**config.mk**
```make
export PLATFORM = sky130hd
export DESIGN_NAME = quadrature_encoder_tick_counter
export DESIGN_NICKNAME = d
export VERILOG_FILES = /design/src/rtl/qetc_pkg.sv /design/src/rtl/qetc_apb_regs.sv /design/src/rtl/qetc_core.sv /design/src/rtl/qetc_out_skid.sv /design/src/rtl/quadrature_encoder_tick_counter.sv
export SDC_FILE = /design/constraint.sdc
export NUM_CORES = 1
export LEC_CHECK = 0
export ABC_AREA = 1
export BUFFER_PORTS_ARGS = -buffer_cell sky130_fd_sc_hd__clkbuf_2
export CAP_MARGIN = 20
export CORE_MARGIN = 2
export CORE_UTILIZATION = 58
export DETAILED_ROUTE_END_ITERATION = 8
export GPL_ROUTABILITY_DRIVEN = 1
export PLACE_DENSITY = 0.86
export SKIP_CTS_REPAIR_TIMING = 1
export SYNTH_ARGS = -nofsm -noshare
export SYNTH_HDL_FRONTEND = slang
export SYNTH_SLANG_ARGS = --single-unit
```
**constraint.sdc**
```tcl
create_clock -name clk_i -period 5.3 [get_ports clk_i]
set_clock_uncertainty 0.2 [all_clocks]
set_input_delay 0.53 -clock clk_i [delete_from_list [all_inputs] [get_ports clk_i]]
set_output_delay 0.53 -clock clk_i [all_outputs]
set_load 0.05 [all_outputs]
```
**src/rtl/qetc_pkg.sv**
```systemverilog
`timescale 1ns / 1ps

package qetc_pkg;

  // Decoder phase codes of the full-step table
  localparam logic [2:0] PhStart    = 3'h0;
  localparam logic [2:0] PhCwFinal  = 3'h1;
  localparam logic [2:0] PhCwBegin  = 3'h2;
  localparam logic [2:0] PhCwNext   = 3'h3;
  localparam logic [2:0] PhCcwBegin = 3'h4;
  localparam logic [2:0] PhCcwFinal = 3'h5;
  localparam logic [2:0] PhCcwNext  = 3'h6;

  // step_event codes
  localparam logic [1:0] StepNone = 2'd0;
  localparam logic [1:0] StepCw   = 2'd1;
  localparam logic [1:0] StepCcw  = 2'd2;

  // Register indexes
  localparam logic RegInvert = 1'b0;
  localparam logic RegButton = 1'b1;

  localparam logic signed [15:0] TickMax = 16'sh7fff;
  localparam logic signed [15:0] TickMin = -16'sh8000;

  typedef struct packed {
    logic pin_a;
    logic pin_b;
    logic button_level;
    logic take_ticks;
    logic take_press;
  } qetc_in_t;

  typedef struct packed {
    logic signed [15:0] tick_total;
    logic               pressed;
    logic               changed;
    logic [1:0]         step_event;
  } qetc_out_t;

  typedef struct packed {
    logic invert_direction;
    logic button_present;
  } qetc_cfg_t;

  // Table entry: emit ccw, emit cw, next phase
  typedef struct packed {
    logic       emit_ccw;
    logic       emit_cw;
    logic [2:0] phase;
  } qetc_entry_t;

  // Transition table indexed by {phase, pin_b, pin_a}
  function automatic qetc_entry_t next_entry(input logic [2:0] phase, input logic b,
                                             input logic a);
    qetc_entry_t e;
    e = '{emit_ccw: 1'b0, emit_cw: 1'b0, phase: PhStart};
    case (phase)
      PhCwFinal: begin
        case ({b, a})
          2'b00:   e.phase = PhCwNext;
          2'b01:   e.phase = PhStart;
          2'b10:   e.phase = PhCwFinal;
          default: e.emit_cw = 1'b1;
        endcase
      end
      PhCwBegin: begin
        case ({b, a})
          2'b00:   e.phase = PhCwNext;
          2'b01:   e.phase = PhCwBegin;
          default: e.phase = PhStart;
        endcase
      end
      PhCwNext: begin
        case ({b, a})
          2'b00:   e.phase = PhCwNext;
          2'b01:   e.phase = PhCwBegin;
          2'b10:   e.phase = PhCwFinal;
          default: e.phase = PhStart;
        endcase
      end
      PhCcwBegin: begin
        case ({b, a})
          2'b00:   e.phase = PhCcwNext;
          2'b10:   e.phase = PhCcwBegin;
          default: e.phase = PhStart;
        endcase
      end
      PhCcwFinal: begin
        case ({b, a})
          2'b00:   e.phase = PhCcwNext;
          2'b01:   e.phase = PhCcwFinal;
          2'b10:   e.phase = PhStart;
          default: e.emit_ccw = 1'b1;
        endcase
      end
      PhCcwNext: begin
        case ({b, a})
          2'b00:   e.phase = PhCcwNext;
          2'b01:   e.phase = PhCcwFinal;
          2'b10:   e.phase = PhCcwBegin;
          default: e.phase = PhStart;
        endcase
      end
      // start state, and the unused code
      default: begin
        case ({b, a})
          2'b01:   e.phase = PhCwBegin;
          2'b10:   e.phase = PhCcwBegin;
          default: e.phase = PhStart;
        endcase
      end
    endcase
    return e;
  endfunction

endpackage

```
**src/rtl/qetc_apb_regs.sv**
```systemverilog
`timescale 1ns / 1ps

module qetc_apb_regs (
  input  logic                clk_i,
  input  logic                rst_ni,
  input  logic                psel,
  input  logic                penable,
  input  logic                pwrite,
  input  logic [2:0]          paddr,
  input  logic [31:0]         pwdata,
  output logic [31:0]         prdata,
  output logic                pready,
  output qetc_pkg::qetc_cfg_t cfg_o
);

  qetc_pkg::qetc_cfg_t cfg_q, cfg_d;
  logic                wr_en;
  logic                reg_sel;

  assign pready  = 1'b1;
  assign wr_en   = psel & penable & pwrite;
  assign reg_sel = paddr[2];

  // register write decode
  always_comb begin
    cfg_d = cfg_q;
    if (wr_en) begin
      case (reg_sel)
        qetc_pkg::RegInvert: cfg_d.invert_direction = pwdata[0];
        qetc_pkg::RegButton: cfg_d.button_present   = pwdata[0];
        default: ;
      endcase
    end
  end

  always_ff @(posedge clk_i or negedge rst_ni) begin
    if (!rst_ni) begin
      cfg_q <= '0;
    end else begin
      cfg_q <= cfg_d;
    end
  end

  // read mux
  always_comb begin
    case (reg_sel)
      qetc_pkg::RegInvert: prdata = {31'd0, cfg_q.invert_direction};
      qetc_pkg::RegButton: prdata = {31'd0, cfg_q.button_present};
      default:             prdata = '0;
    endcase
  end

  assign cfg_o = cfg_q;

endmodule

```
**src/rtl/qetc_core.sv**
```systemverilog
`timescale 1ns / 1ps

module qetc_core (
  input  logic                clk_i,
  input  logic                rst_ni,
  input  logic                beat_i,
  input  qetc_pkg::qetc_in_t  in_i,
  input  qetc_pkg::qetc_cfg_t cfg_i,
  output qetc_pkg::qetc_out_t res_o
);

  logic [2:0]          phase_q, phase_d;
  logic signed [15:0]  tick_q, tick_d;
  logic                flag_q, flag_d;

  qetc_pkg::qetc_entry_t entry;
  logic                  held;
  logic                  inc, dec;
  logic signed [15:0]    tick_new;
  logic                  flag_new;
  logic [1:0]            event_new;

  assign held  = cfg_i.button_present & ~in_i.button_level;
  assign entry = qetc_pkg::next_entry(phase_q, in_i.pin_b, in_i.pin_a);

  // table step, saturating count update
  always_comb begin
    phase_d   = phase_q;
    flag_new  = flag_q;
    event_new = qetc_pkg::StepNone;
    inc       = 1'b0;
    dec       = 1'b0;
    if (held) begin
      flag_new = 1'b1;
    end else begin
      phase_d = entry.phase;
      if (entry.emit_cw) begin
        event_new = qetc_pkg::StepCw;
        inc       = ~cfg_i.invert_direction;
        dec       = cfg_i.invert_direction;
      end else if (entry.emit_ccw) begin
        event_new = qetc_pkg::StepCcw;
        inc       = cfg_i.invert_direction;
        dec       = ~cfg_i.invert_direction;
      end
    end
    tick_new = tick_q;
    if (inc && tick_q != qetc_pkg::TickMax) begin
      tick_new = tick_q + 16'sd1;
    end else if (dec && tick_q != qetc_pkg::TickMin) begin
      tick_new = tick_q - 16'sd1;
    end
    tick_d = in_i.take_ticks ? 16'sd0 : tick_new;
    flag_d = in_i.take_press ? 1'b0 : flag_new;

    res_o.tick_total = tick_new;
    res_o.pressed    = flag_new;
    res_o.changed    = (tick_new != 16'sd0) | flag_new;
    res_o.step_event = event_new;
  end

  // decoder state, updated once per accepted beat
  always_ff @(posedge clk_i or negedge rst_ni) begin
    if (!rst_ni) begin
      phase_q <= qetc_pkg::PhStart;
      tick_q  <= '0;
      flag_q  <= 1'b0;
    end else if (beat_i) begin
      phase_q <= phase_d;
      tick_q  <= tick_d;
      flag_q  <= flag_d;
    end
  end

endmodule

```
**src/rtl/qetc_out_skid.sv**
```systemverilog
`timescale 1ns / 1ps

module qetc_out_skid (
  input  logic                clk_i,
  input  logic                rst_ni,
  input  logic                load_i,
  input  qetc_pkg::qetc_out_t data_i,
  output logic                ready_o,
  output logic                out_valid_o,
  input  logic                out_ready_i,
  output qetc_pkg::qetc_out_t out_data_o
);

  logic                out_valid_q, skid_valid_q;
  qetc_pkg::qetc_out_t out_q, skid_q;

  assign ready_o     = ~skid_valid_q;
  assign out_valid_o = out_valid_q;
  assign out_data_o  = out_q;

  // control: output register plus one skid entry
  always_ff @(posedge clk_i or negedge rst_ni) begin
    if (!rst_ni) begin
      out_valid_q  <= 1'b0;
      skid_valid_q <= 1'b0;
    end else if (skid_valid_q) begin
      if (out_ready_i) begin
        skid_valid_q <= 1'b0;
      end
    end else if (load_i) begin
      if (!out_valid_q || out_ready_i) begin
        out_valid_q <= 1'b1;
      end else begin
        skid_valid_q <= 1'b1;
      end
    end else if (out_ready_i) begin
      out_valid_q <= 1'b0;
    end
  end

  // payload
  always_ff @(posedge clk_i) begin
    if (skid_valid_q) begin
      if (out_ready_i) begin
        out_q <= skid_q;
      end
    end else if (load_i) begin
      if (!out_valid_q || out_ready_i) begin
        out_q <= data_i;
      end else begin
        skid_q <= data_i;
      end
    end
  end

endmodule

```
**src/rtl/quadrature_encoder_tick_counter.sv**
```systemverilog
`timescale 1ns / 1ps

// Quadrature encoder detent counter.
// Input channel (in_valid_i / in_ready_o / in_data_i): one beat per sample of
// the phase A/B pins and the active-low button, plus acknowledge bits that
// clear the tick count or press flag after this beat's result.
// Output channel (out_valid_o / out_ready_i / out_data_o): one result beat per
// input beat, in order: saturated signed tick total, sticky press flag,
// changed flag and the detent direction seen on this sample.
// Throughput: one beat per cycle while the receiver keeps up. The result is
// registered; the table step and counter update are a single level of logic
// ahead of the output register. When the receiver stalls, one further result
// is held in a skid entry and in_ready_o drops until it drains.
// Reset clears the decoder to its start state, the count, the press flag,
// both configuration registers and all pending results.
// Configuration (APB, always ready): invert_direction at 0x0,
// button_present at 0x4; write only while the block is idle.

module quadrature_encoder_tick_counter (
  input  logic                clk_i,
  input  logic                rst_ni,
  input  logic                in_valid_i,
  output logic                in_ready_o,
  input  qetc_pkg::qetc_in_t  in_data_i,
  output logic                out_valid_o,
  input  logic                out_ready_i,
  output qetc_pkg::qetc_out_t out_data_o,
  input  logic                psel,
  input  logic                penable,
  input  logic                pwrite,
  input  logic [2:0]          paddr,
  input  logic [31:0]         pwdata,
  output logic [31:0]         prdata,
  output logic                pready
);

  qetc_pkg::qetc_cfg_t cfg;
  qetc_pkg::qetc_out_t res;
  logic                beat;

  assign beat = in_valid_i & in_ready_o;

  qetc_apb_regs u_regs (
    .clk_i   (clk_i),
    .rst_ni  (rst_ni),
    .psel    (psel),
    .penable (penable),
    .pwrite  (pwrite),
    .paddr   (paddr),
    .pwdata  (pwdata),
    .prdata  (prdata),
    .pready  (pready),
    .cfg_o   (cfg)
  );

  qetc_core u_core (
    .clk_i  (clk_i),
    .rst_ni (rst_ni),
    .beat_i (beat),
    .in_i   (in_data_i),
    .cfg_i  (cfg),
    .res_o  (res)
  );

  qetc_out_skid u_skid (
    .clk_i       (clk_i),
    .rst_ni      (rst_ni),
    .load_i      (beat),
    .data_i      (res),
    .ready_o     (in_ready_o),
    .out_valid_o (out_valid_o),
    .out_ready_i (out_ready_i),
    .out_data_o  (out_data_o)
  );

endmodule
```
==> results of run 1 <==
==> state kept, by name, summed over array words and instances (netlist names) <==
signal,flops
u_core.tick_q,16
u_skid.out_valid_o,1
u_regs.cfg_o,2
u_core.flag_q,1
u_skid.skid_q,20
u_skid.skid_valid_q,1
u_core.phase_q,3
u_skid.out_data_o,20
==> cells by family (layout without fill, tap and decap cells) <==
group / count (synthesis) / after routing / share of synthesized area [%]
adder cells (fa/ha/maj): 3 / 3 / 0.9561
XOR/XNOR: 7 / 7 / 1.562
AND/OR/NAND/NOR: 256 / 256 / 29.83
AO/OA/AOI/OAI: 56 / 56 / 8.286
flip-flops: 64 / 64 / 45.89
buffers and inverters: 101 / 114 / 13.29
other: 2 / 32 / 0.1913
==> worst max-delay path by stage <==
stage | startpoint | endpoint | slack [ns] | cells past startpoint
CTS | u_skid.skid_valid_q | u_skid.out_data_o[12] | 2.14 | 6
global route | u_skid.skid_valid_q | u_skid.out_data_o[11] | 1.78 | 6
finish | u_skid.skid_valid_q | u_skid.out_data_o[13] | 2.06 | 6
global placement | u_skid.skid_valid_q | u_skid.out_data_o[12] | 2.15 | 6
floorplan | u_skid.skid_valid_q | u_skid.out_data_o[0] | 2.29 | 2
detailed placement | u_skid.skid_valid_q | u_skid.out_data_o[12] | 2.14 | 6
==> report_power, final <==
| part | total (mW) | switching [mW] | internal [mW] |
|---|---|---|---|
| Sequential | 0.708 | 0.0690 | 0.639 |
| Clock | 0.403 | 0.191 | 0.212 |
| Combinational | 0.758 | 0.560 | 0.199 |
| Total | 1.87 | 0.819 | 1.05 |
==> synth_stat cells (2+ instances only) <==
| library cell | instances |
|---|---|
| a21oi_1 | 9 |
| a21oi_2 | 2 |
| a31oi_1 | 4 |
| buf_4 | 32 |
| buf_6 | 3 |
| clkbuf_1 | 6 |
| clkinv_1 | 3 |
| conb_1 | 2 |
| dfrtp_1 | 24 |
| edfxtp_1 | 40 |
| ha_1 | 3 |
| inv_1 | 52 |
| inv_2 | 5 |
| nand2_1 | 128 |
| nand2_2 | 7 |
| nand2_4 | 2 |
| nand3_1 | 45 |
| nand3_2 | 3 |
| nand3b_1 | 4 |
| nand4_1 | 5 |
| nor2_1 | 41 |
| nor2_2 | 3 |
| nor2_4 | 3 |
| nor3_1 | 9 |
| o21ai_0 | 21 |
| o22ai_1 | 16 |
| xor2_1 | 7 |
==> cell type report <==
type | count | area, sq um
inverters | 60 | 225.2
repair buffers | 38 | 195.2
well taps | 77 | 96.34
clock buffers | 9 | 123.9
multi-input cells | 354 | 1715
clock inverters | 7 | 62.56
fillers | 545 | 2238
flip-flops and latches | 64 | 1802
==> routing by layer <==
| metal | GRT usage (%) | share of wire [%] | up-vias |
|---|---|---|---|
| met5 | 0 | 0 | - |
| li1 | - | - | 1629 |
| met1 | 33.42 | 43 | 1541 |
| met2 | 40.10 | 46 | 215 |
| met4 | 8.239 | 1.9 | 0 |
| met3 | 5.048 | 9.0 | 23 |
==> stage by stage <==
stage	instance area, sq um	hold WS [ns]	util [%]	total power [mW]
2_1_floorplan	4039	0.03441	-	1.319
3_3_place_gp	4034	0.3021	62.46	1.439
3_5_place_dp	4034	0.3130	62.46	1.463
4_1_cts	4220	0.03530	65.34	1.862
5_1_grt	4220	0.05551	65.34	1.977
6_report	4220	0.01051	65.34	1.869
==> cell usage in the layout (no fill, tap or decap), types with 2 or more instances in the layout <==
| cell type | count |
|---|---|
| xor2_1 | 7 |
| ha_1 | 3 |
| nand2_1 | 128 |
| a21oi_1 | 9 |
| edfxtp_1 | 40 |
| nand2_4 | 2 |
| dfrtp_1 | 24 |
| conb_1 | 32 |
| clkinv_1 | 5 |
| clkbuf_2 | 36 |
| a21oi_2 | 2 |
| clkinvlp_4 | 2 |
| nand2_2 | 7 |
| nor3_1 | 9 |
| inv_2 | 5 |
| buf_4 | 2 |
| clkbuf_8 | 9 |
| nor2_4 | 3 |
| nor2_1 | 41 |
| nand3_2 | 3 |
| o21ai_0 | 20 |
| nand3b_1 | 4 |
| o22ai_1 | 16 |
| nor2_2 | 3 |
| nand4_1 | 5 |
| nand3_1 | 45 |
| a31oi_1 | 4 |
| clkinv_2 | 2 |
| inv_1 | 52 |
==> metrics.cfg, run 1 <==
[min_path]
hold_class=in -> async

[placed_design]
io_buffers=36
dpl.hpwl_um=6601
place_worst_setup_slack_ns=2.140
dpl.cell_count=593
place_congestion=0.9623

[yosys]
syn_area_sq_um=3926
async_reset_ff_share_pct=37.50
synthDistinctLibCells=37
synth_area_per_cell_sq_um=8.029
yosys_warnings=0
synth_top_area_share_pct=30.59
syn_inst=489
synth_area_leaders=edfxtp_1, dfrtp_1, nand2_1
ys_ff_latch=64
yosysSeqAreaShare_pct=45.89
synth_edf_count=40
synth_top_area_cell=edfxtp_1
synthFlopType=edfxtp_1

[drt]
route.final.wire_length_um=8978
wl_per_cell_um=14.74
drt_iter0_drc=424
vias=3408
dr.pass1.iters=5
final_antenna_net_count=0
drc=0
via_per_inst=5.596

[worst_setup_path]
worstPathArrival_ns=3.12
required_ns=5.18
crit_slowest_cell=dfrtp_1
critPathMaxStageDelay_ns=0.97
end_kind=flop
path_buf_inv=3
crit_fanout=38
worstSetupPathType=reg -> reg
reg2regPathDepth=6
critPathLaunchType=flop
r2r_start=u_skid.skid_valid_q
timing.rr.end=u_skid.out_data_o[13]
cp_top_family=buffers and inverters
path_cells=clkinv_1, nand2_1, clkinv_1, nand2_1, o21ai_1, buf_4
r2r_slack_ns=2.06

[global_route]
grt_remaining_overflow=0
grt_use_total_pct=24.71
grt_pass1_vias=3054
antenna_found_initial=0
grt_pass1_wl_um=14410
grt_max_degree=39

[timing]
slew_viol_final=0
worst_slew_pin_slew_ns=0.9638
period_minus_slack_ns=3.244
fmax_mhz=308.2
grt_setup_unrepaired=false
setup_viol=0
maxSlewHeadroom_pct=35.74
postLayoutSetupSlackWorst_ns=2.056
hold_violations=0
finalCritPeriodShare_pct=61.21
finalSetupTns_ns=0

[die]
fp.dieH_um=86.28
initial_core_util_pct=60.79
fp.dieArea_sq_um=7443
die_width_um=86.28
num_io_pins=102
row_count=29
coreArea_sq_um=6459

[clock_network]
clockBufferDepth=2
cts_tree=built
clock_latency_ns=0.34
path_clk_slew_ns=0.07
cts-root-buf=clkbuf_8
cts.sinks=64
htreeDepth=3
numCtsBuffers=9

[finish]
nets=577
drive_gt1_share_pct=14.85
area_growth_pct=7.489
antenna_cells=0
final_cells=609

[power]
powerDensity_nw_per_um2=442.8
ir_worst_vdd_v=0.0001732
p_leak_nw=1.999

[flow_run]
drv_cap=0

[run_status]
status=complete, no violations

No activity file was read; power rests on OpenSTA's default activity.
==> run 2, diff against run 1 <==
Settings changed: ABC_AREA 1 to 0, CORE_UTILIZATION 58 to 53, PLACE_DENSITY 0.86 to 0.81.
Clock period 5.3 ns to 3.2 ns, I/O delays scaled along.
==> run 2 against run 1 <==
Effect of this change: critical path depth is 3 higher; hold slack better by 0.022 ns; core utilization is 3.6 points lower; combinational power grew 31%; largest cell class unchanged; clock power grew 72%; flip-flop and latch count stayed put; highest routed layer unchanged.
==> metrics.cfg, run 2 <==
[yosys]
synth_area_per_cell_sq_um=10.45  ; +30%
synthDistinctLibCells=56  ; +51%
synthFlopType=edfxtp_1
synth_area_leaders=edfxtp_1, dfrtp_1, buf_4
synth_top_area_cell=edfxtp_1
yosys_warnings=0  ; unchanged
syn_inst=355  ; -27%
yosysMostFrequentCell=edfxtp_1
async_reset_ff_share_pct=37.50  ; unchanged
ys_ff_latch=64  ; unchanged
synthTopCellsByCount=edfxtp_1, buf_4, nand2_1
synth_edf_count=40  ; unchanged
syn_area_sq_um=3710  ; -5.5%
synth_top_area_share_pct=32.38  ; +1.8 points
yosysSeqAreaShare_pct=48.57  ; +2.7 points

[clock_network]
clock_latency_ns=0.34  ; about the same
path_clk_slew_ns=0.07  ; about the same
cts.sinks=64  ; unchanged
htreeDepth=3  ; unchanged
clockBufferDepth=2  ; unchanged
numCtsBuffers=9  ; unchanged
cts-root-buf=clkbuf_8
cts_tree=built

[timing]
worst_slew_pin_slew_ns=0.8357  ; -0.1281 ns
maxSlewHeadroom_pct=44.29  ; +8.5 points
period_minus_slack_ns=3.031  ; -0.2133 ns
postLayoutSetupSlackWorst_ns=0.1691  ; -1.887 ns
finalSetupTns_ns=0  ; unchanged
fmax_mhz=329.9  ; +7.0%
whs_ns=0.03235  ; +0.02184 ns
grt_setup_unrepaired=false
setup_viol=0  ; unchanged
slew_viol_final=0  ; unchanged
finalCritPeriodShare_pct=94.71  ; +34 points
hold_violations=0  ; unchanged

[power]
powerDensity_nw_per_um2=672.4  ; +52%
p_leak_nw=1.831  ; -8.4%
power_mw=2.818  ; +51%
ir_worst_vdd_v=0.0002621  ; +51%

[drt]
vias=2836  ; -17%
wl_per_cell_um=15.03  ; +1.9%
route.final.wire_length_um=7633  ; -15%
drt_iter0_drc=216  ; -49%
met2_length_um=3584  ; -13%
met1_length_um=3442  ; -11%
top_layer_used=met4
via_per_inst=5.583  ; -0.24%
dr.pass1.iters=5  ; unchanged
drc=0  ; unchanged
final_antenna_net_count=0  ; unchanged
wl_met3_um=452  ; -44%

[flow_run]
drv_cap=0  ; unchanged

[worst_setup_path]
cp.depth=9  ; +3
cp-endpoint=u_skid.out_data_o[2]
worstSetupPathType=reg -> reg
r2r_slack_ns=0.17  ; -1.89 ns
r2r_start=u_core.tick_q[0]
path_buf_inv=1  ; -2
critPathMaxStageDelay_ns=0.45  ; -0.52 ns
cp_top_family=simple AND/OR/NAND/NOR gates
path_cells=buf_4, ha_1, and4b_1, and4_4, nor3b_1, o21ai_0, a222oi_1, and4_1, a41oi_1
end_kind=flop
reg2regPathDepth=9  ; +3
critPathLaunchType=flop
worstPathArrival_ns=2.88  ; -0.24 ns
timing.rr.end=u_skid.out_data_o[2]
crit_slowest_cell=nor3b_1
required_ns=3.05  ; -2.13 ns
cp-startpoint=u_core.tick_q[0]
crit_fanout=6  ; -84%

[die]
row_count=30  ; +3.4%
die_width_um=87.67  ; +1.6%
initial_core_util_pct=54.60  ; -6.2 points
coreArea_sq_um=6794  ; +5.2%
fp.dieH_um=87.67  ; +1.6%
fp.dieArea_sq_um=7685  ; +3.2%
num_io_pins=102  ; unchanged

[finish]
final_common_cell=edfxtp_1
mostFrequentLayoutCells=edfxtp_1, clkbuf_2, nand2_1, conb_1, dfrtp_1
final_cell_area_sq_um=4192  ; -0.68%
final_util_pct=61.69  ; -3.6 points
area_growth_pct=12.98
fill_cells=557  ; +2.2%
antenna_cells=0  ; unchanged
nets=457  ; -21%
final_cells=508  ; -17%
drive_gt1_share_pct=23.79  ; +8.9 points

[placed_design]
dpl-instance-area_sq_um=3960  ; -1.8%
dpl.hpwl_um=5631  ; -15%
io_buffers=36  ; unchanged
place_congestion=0.9055  ; -5.9%
place_worst_setup_slack_ns=0.1628  ; -1.977 ns
dpl.cell_count=490  ; -17%

[global_route]
grt_remaining_overflow=0  ; unchanged
antenna_found_initial=0  ; unchanged
grt_pass1_vias=2523  ; -17%
grt_use_total_pct=21.05  ; -3.7 points
grt_pass1_wl_um=12370  ; -14%
grt_max_degree=25  ; -36%

[min_path]
hold_class=in -> reg

[run_status]
status=complete, no violations

## run 2: worst min path at each step
stage,from,end,slack [ns],cells past startpoint
after floorplan,rst_ni,u_core.flag_q,-0.18,0
after global placement,rst_ni,u_skid.skid_valid_q,0.16,1
after detailed placement,rst_ni,u_skid.skid_valid_q,0.17,1
after CTS,rst_ni,u_skid.out_valid_o,-0.20,1
after global routing,pwdata[0],u_regs.cfg_o[1],0.04,2
final,pwdata[0],u_regs.cfg_o[1],0.03,2
## run 2: routing by layer
metal | vias to the layer above | track usage [%]
li1 | 1366 | -
met1 | 1339 | 29.57
met2 | 112 | 31.34
met3 | 19 | 4.241
met4 | 0 | 10.07
met5 | - | 0
## run 2: area by class of cell
cell class                 count  area [sq um]  area share, %
tap                           96         120.1          2.866
multi-input combinational    266          1688          40.27
clock buffer                  11         141.4          3.373
sequential                    64          1802          42.99
clock inverter                 5         56.30          1.343
timing repair buffer          59         357.8          8.537
inverter                       7         26.28         0.6269
## run 2: logic make-up (layout without fill, tap and decap cells)
| group | count (synthesis) | count (layout) | synth area share [%] |
|---|---|---|---|
| XOR/XNOR | 10 | 10 | 2.563 |
| AND/OR/NAND/NOR | 141 | 141 | 22.60 |
| flip-flops | 64 | 64 | 48.57 |
| buffers and inverters | 55 | 82 | 9.342 |
| multiplexers | 12 | 12 | 3.643 |
| other | 2 | 32 | 0.2024 |
| adder cells (fa/ha/maj) | 3 | 3 | 1.012 |
| AO/OA/AOI/OAI | 68 | 68 | 12.07 |
## run 2: report_power, final
| group | internal, mW | leakage [nW] | switching, mW |
|---|---|---|---|
| combinational | 0.325 | 1.02 | 0.669 |
| clock | 0.380 | 0.0993 | 0.313 |
| sequential | 1.03 | 0.710 | 0.0992 |
## run 2: worst register-to-register path, delay by kind of cell (launching register included)
| kind | cells | cell delay (ns) |
|---|---|---|
| fa+ha+maj | 1 | 0.22 |
| buf+inv | 1 | 0.16 |
| compound gates | 3 | 0.63 |
| simple gates | 4 | 1.16 |
| flops | 1 | 0.38 |
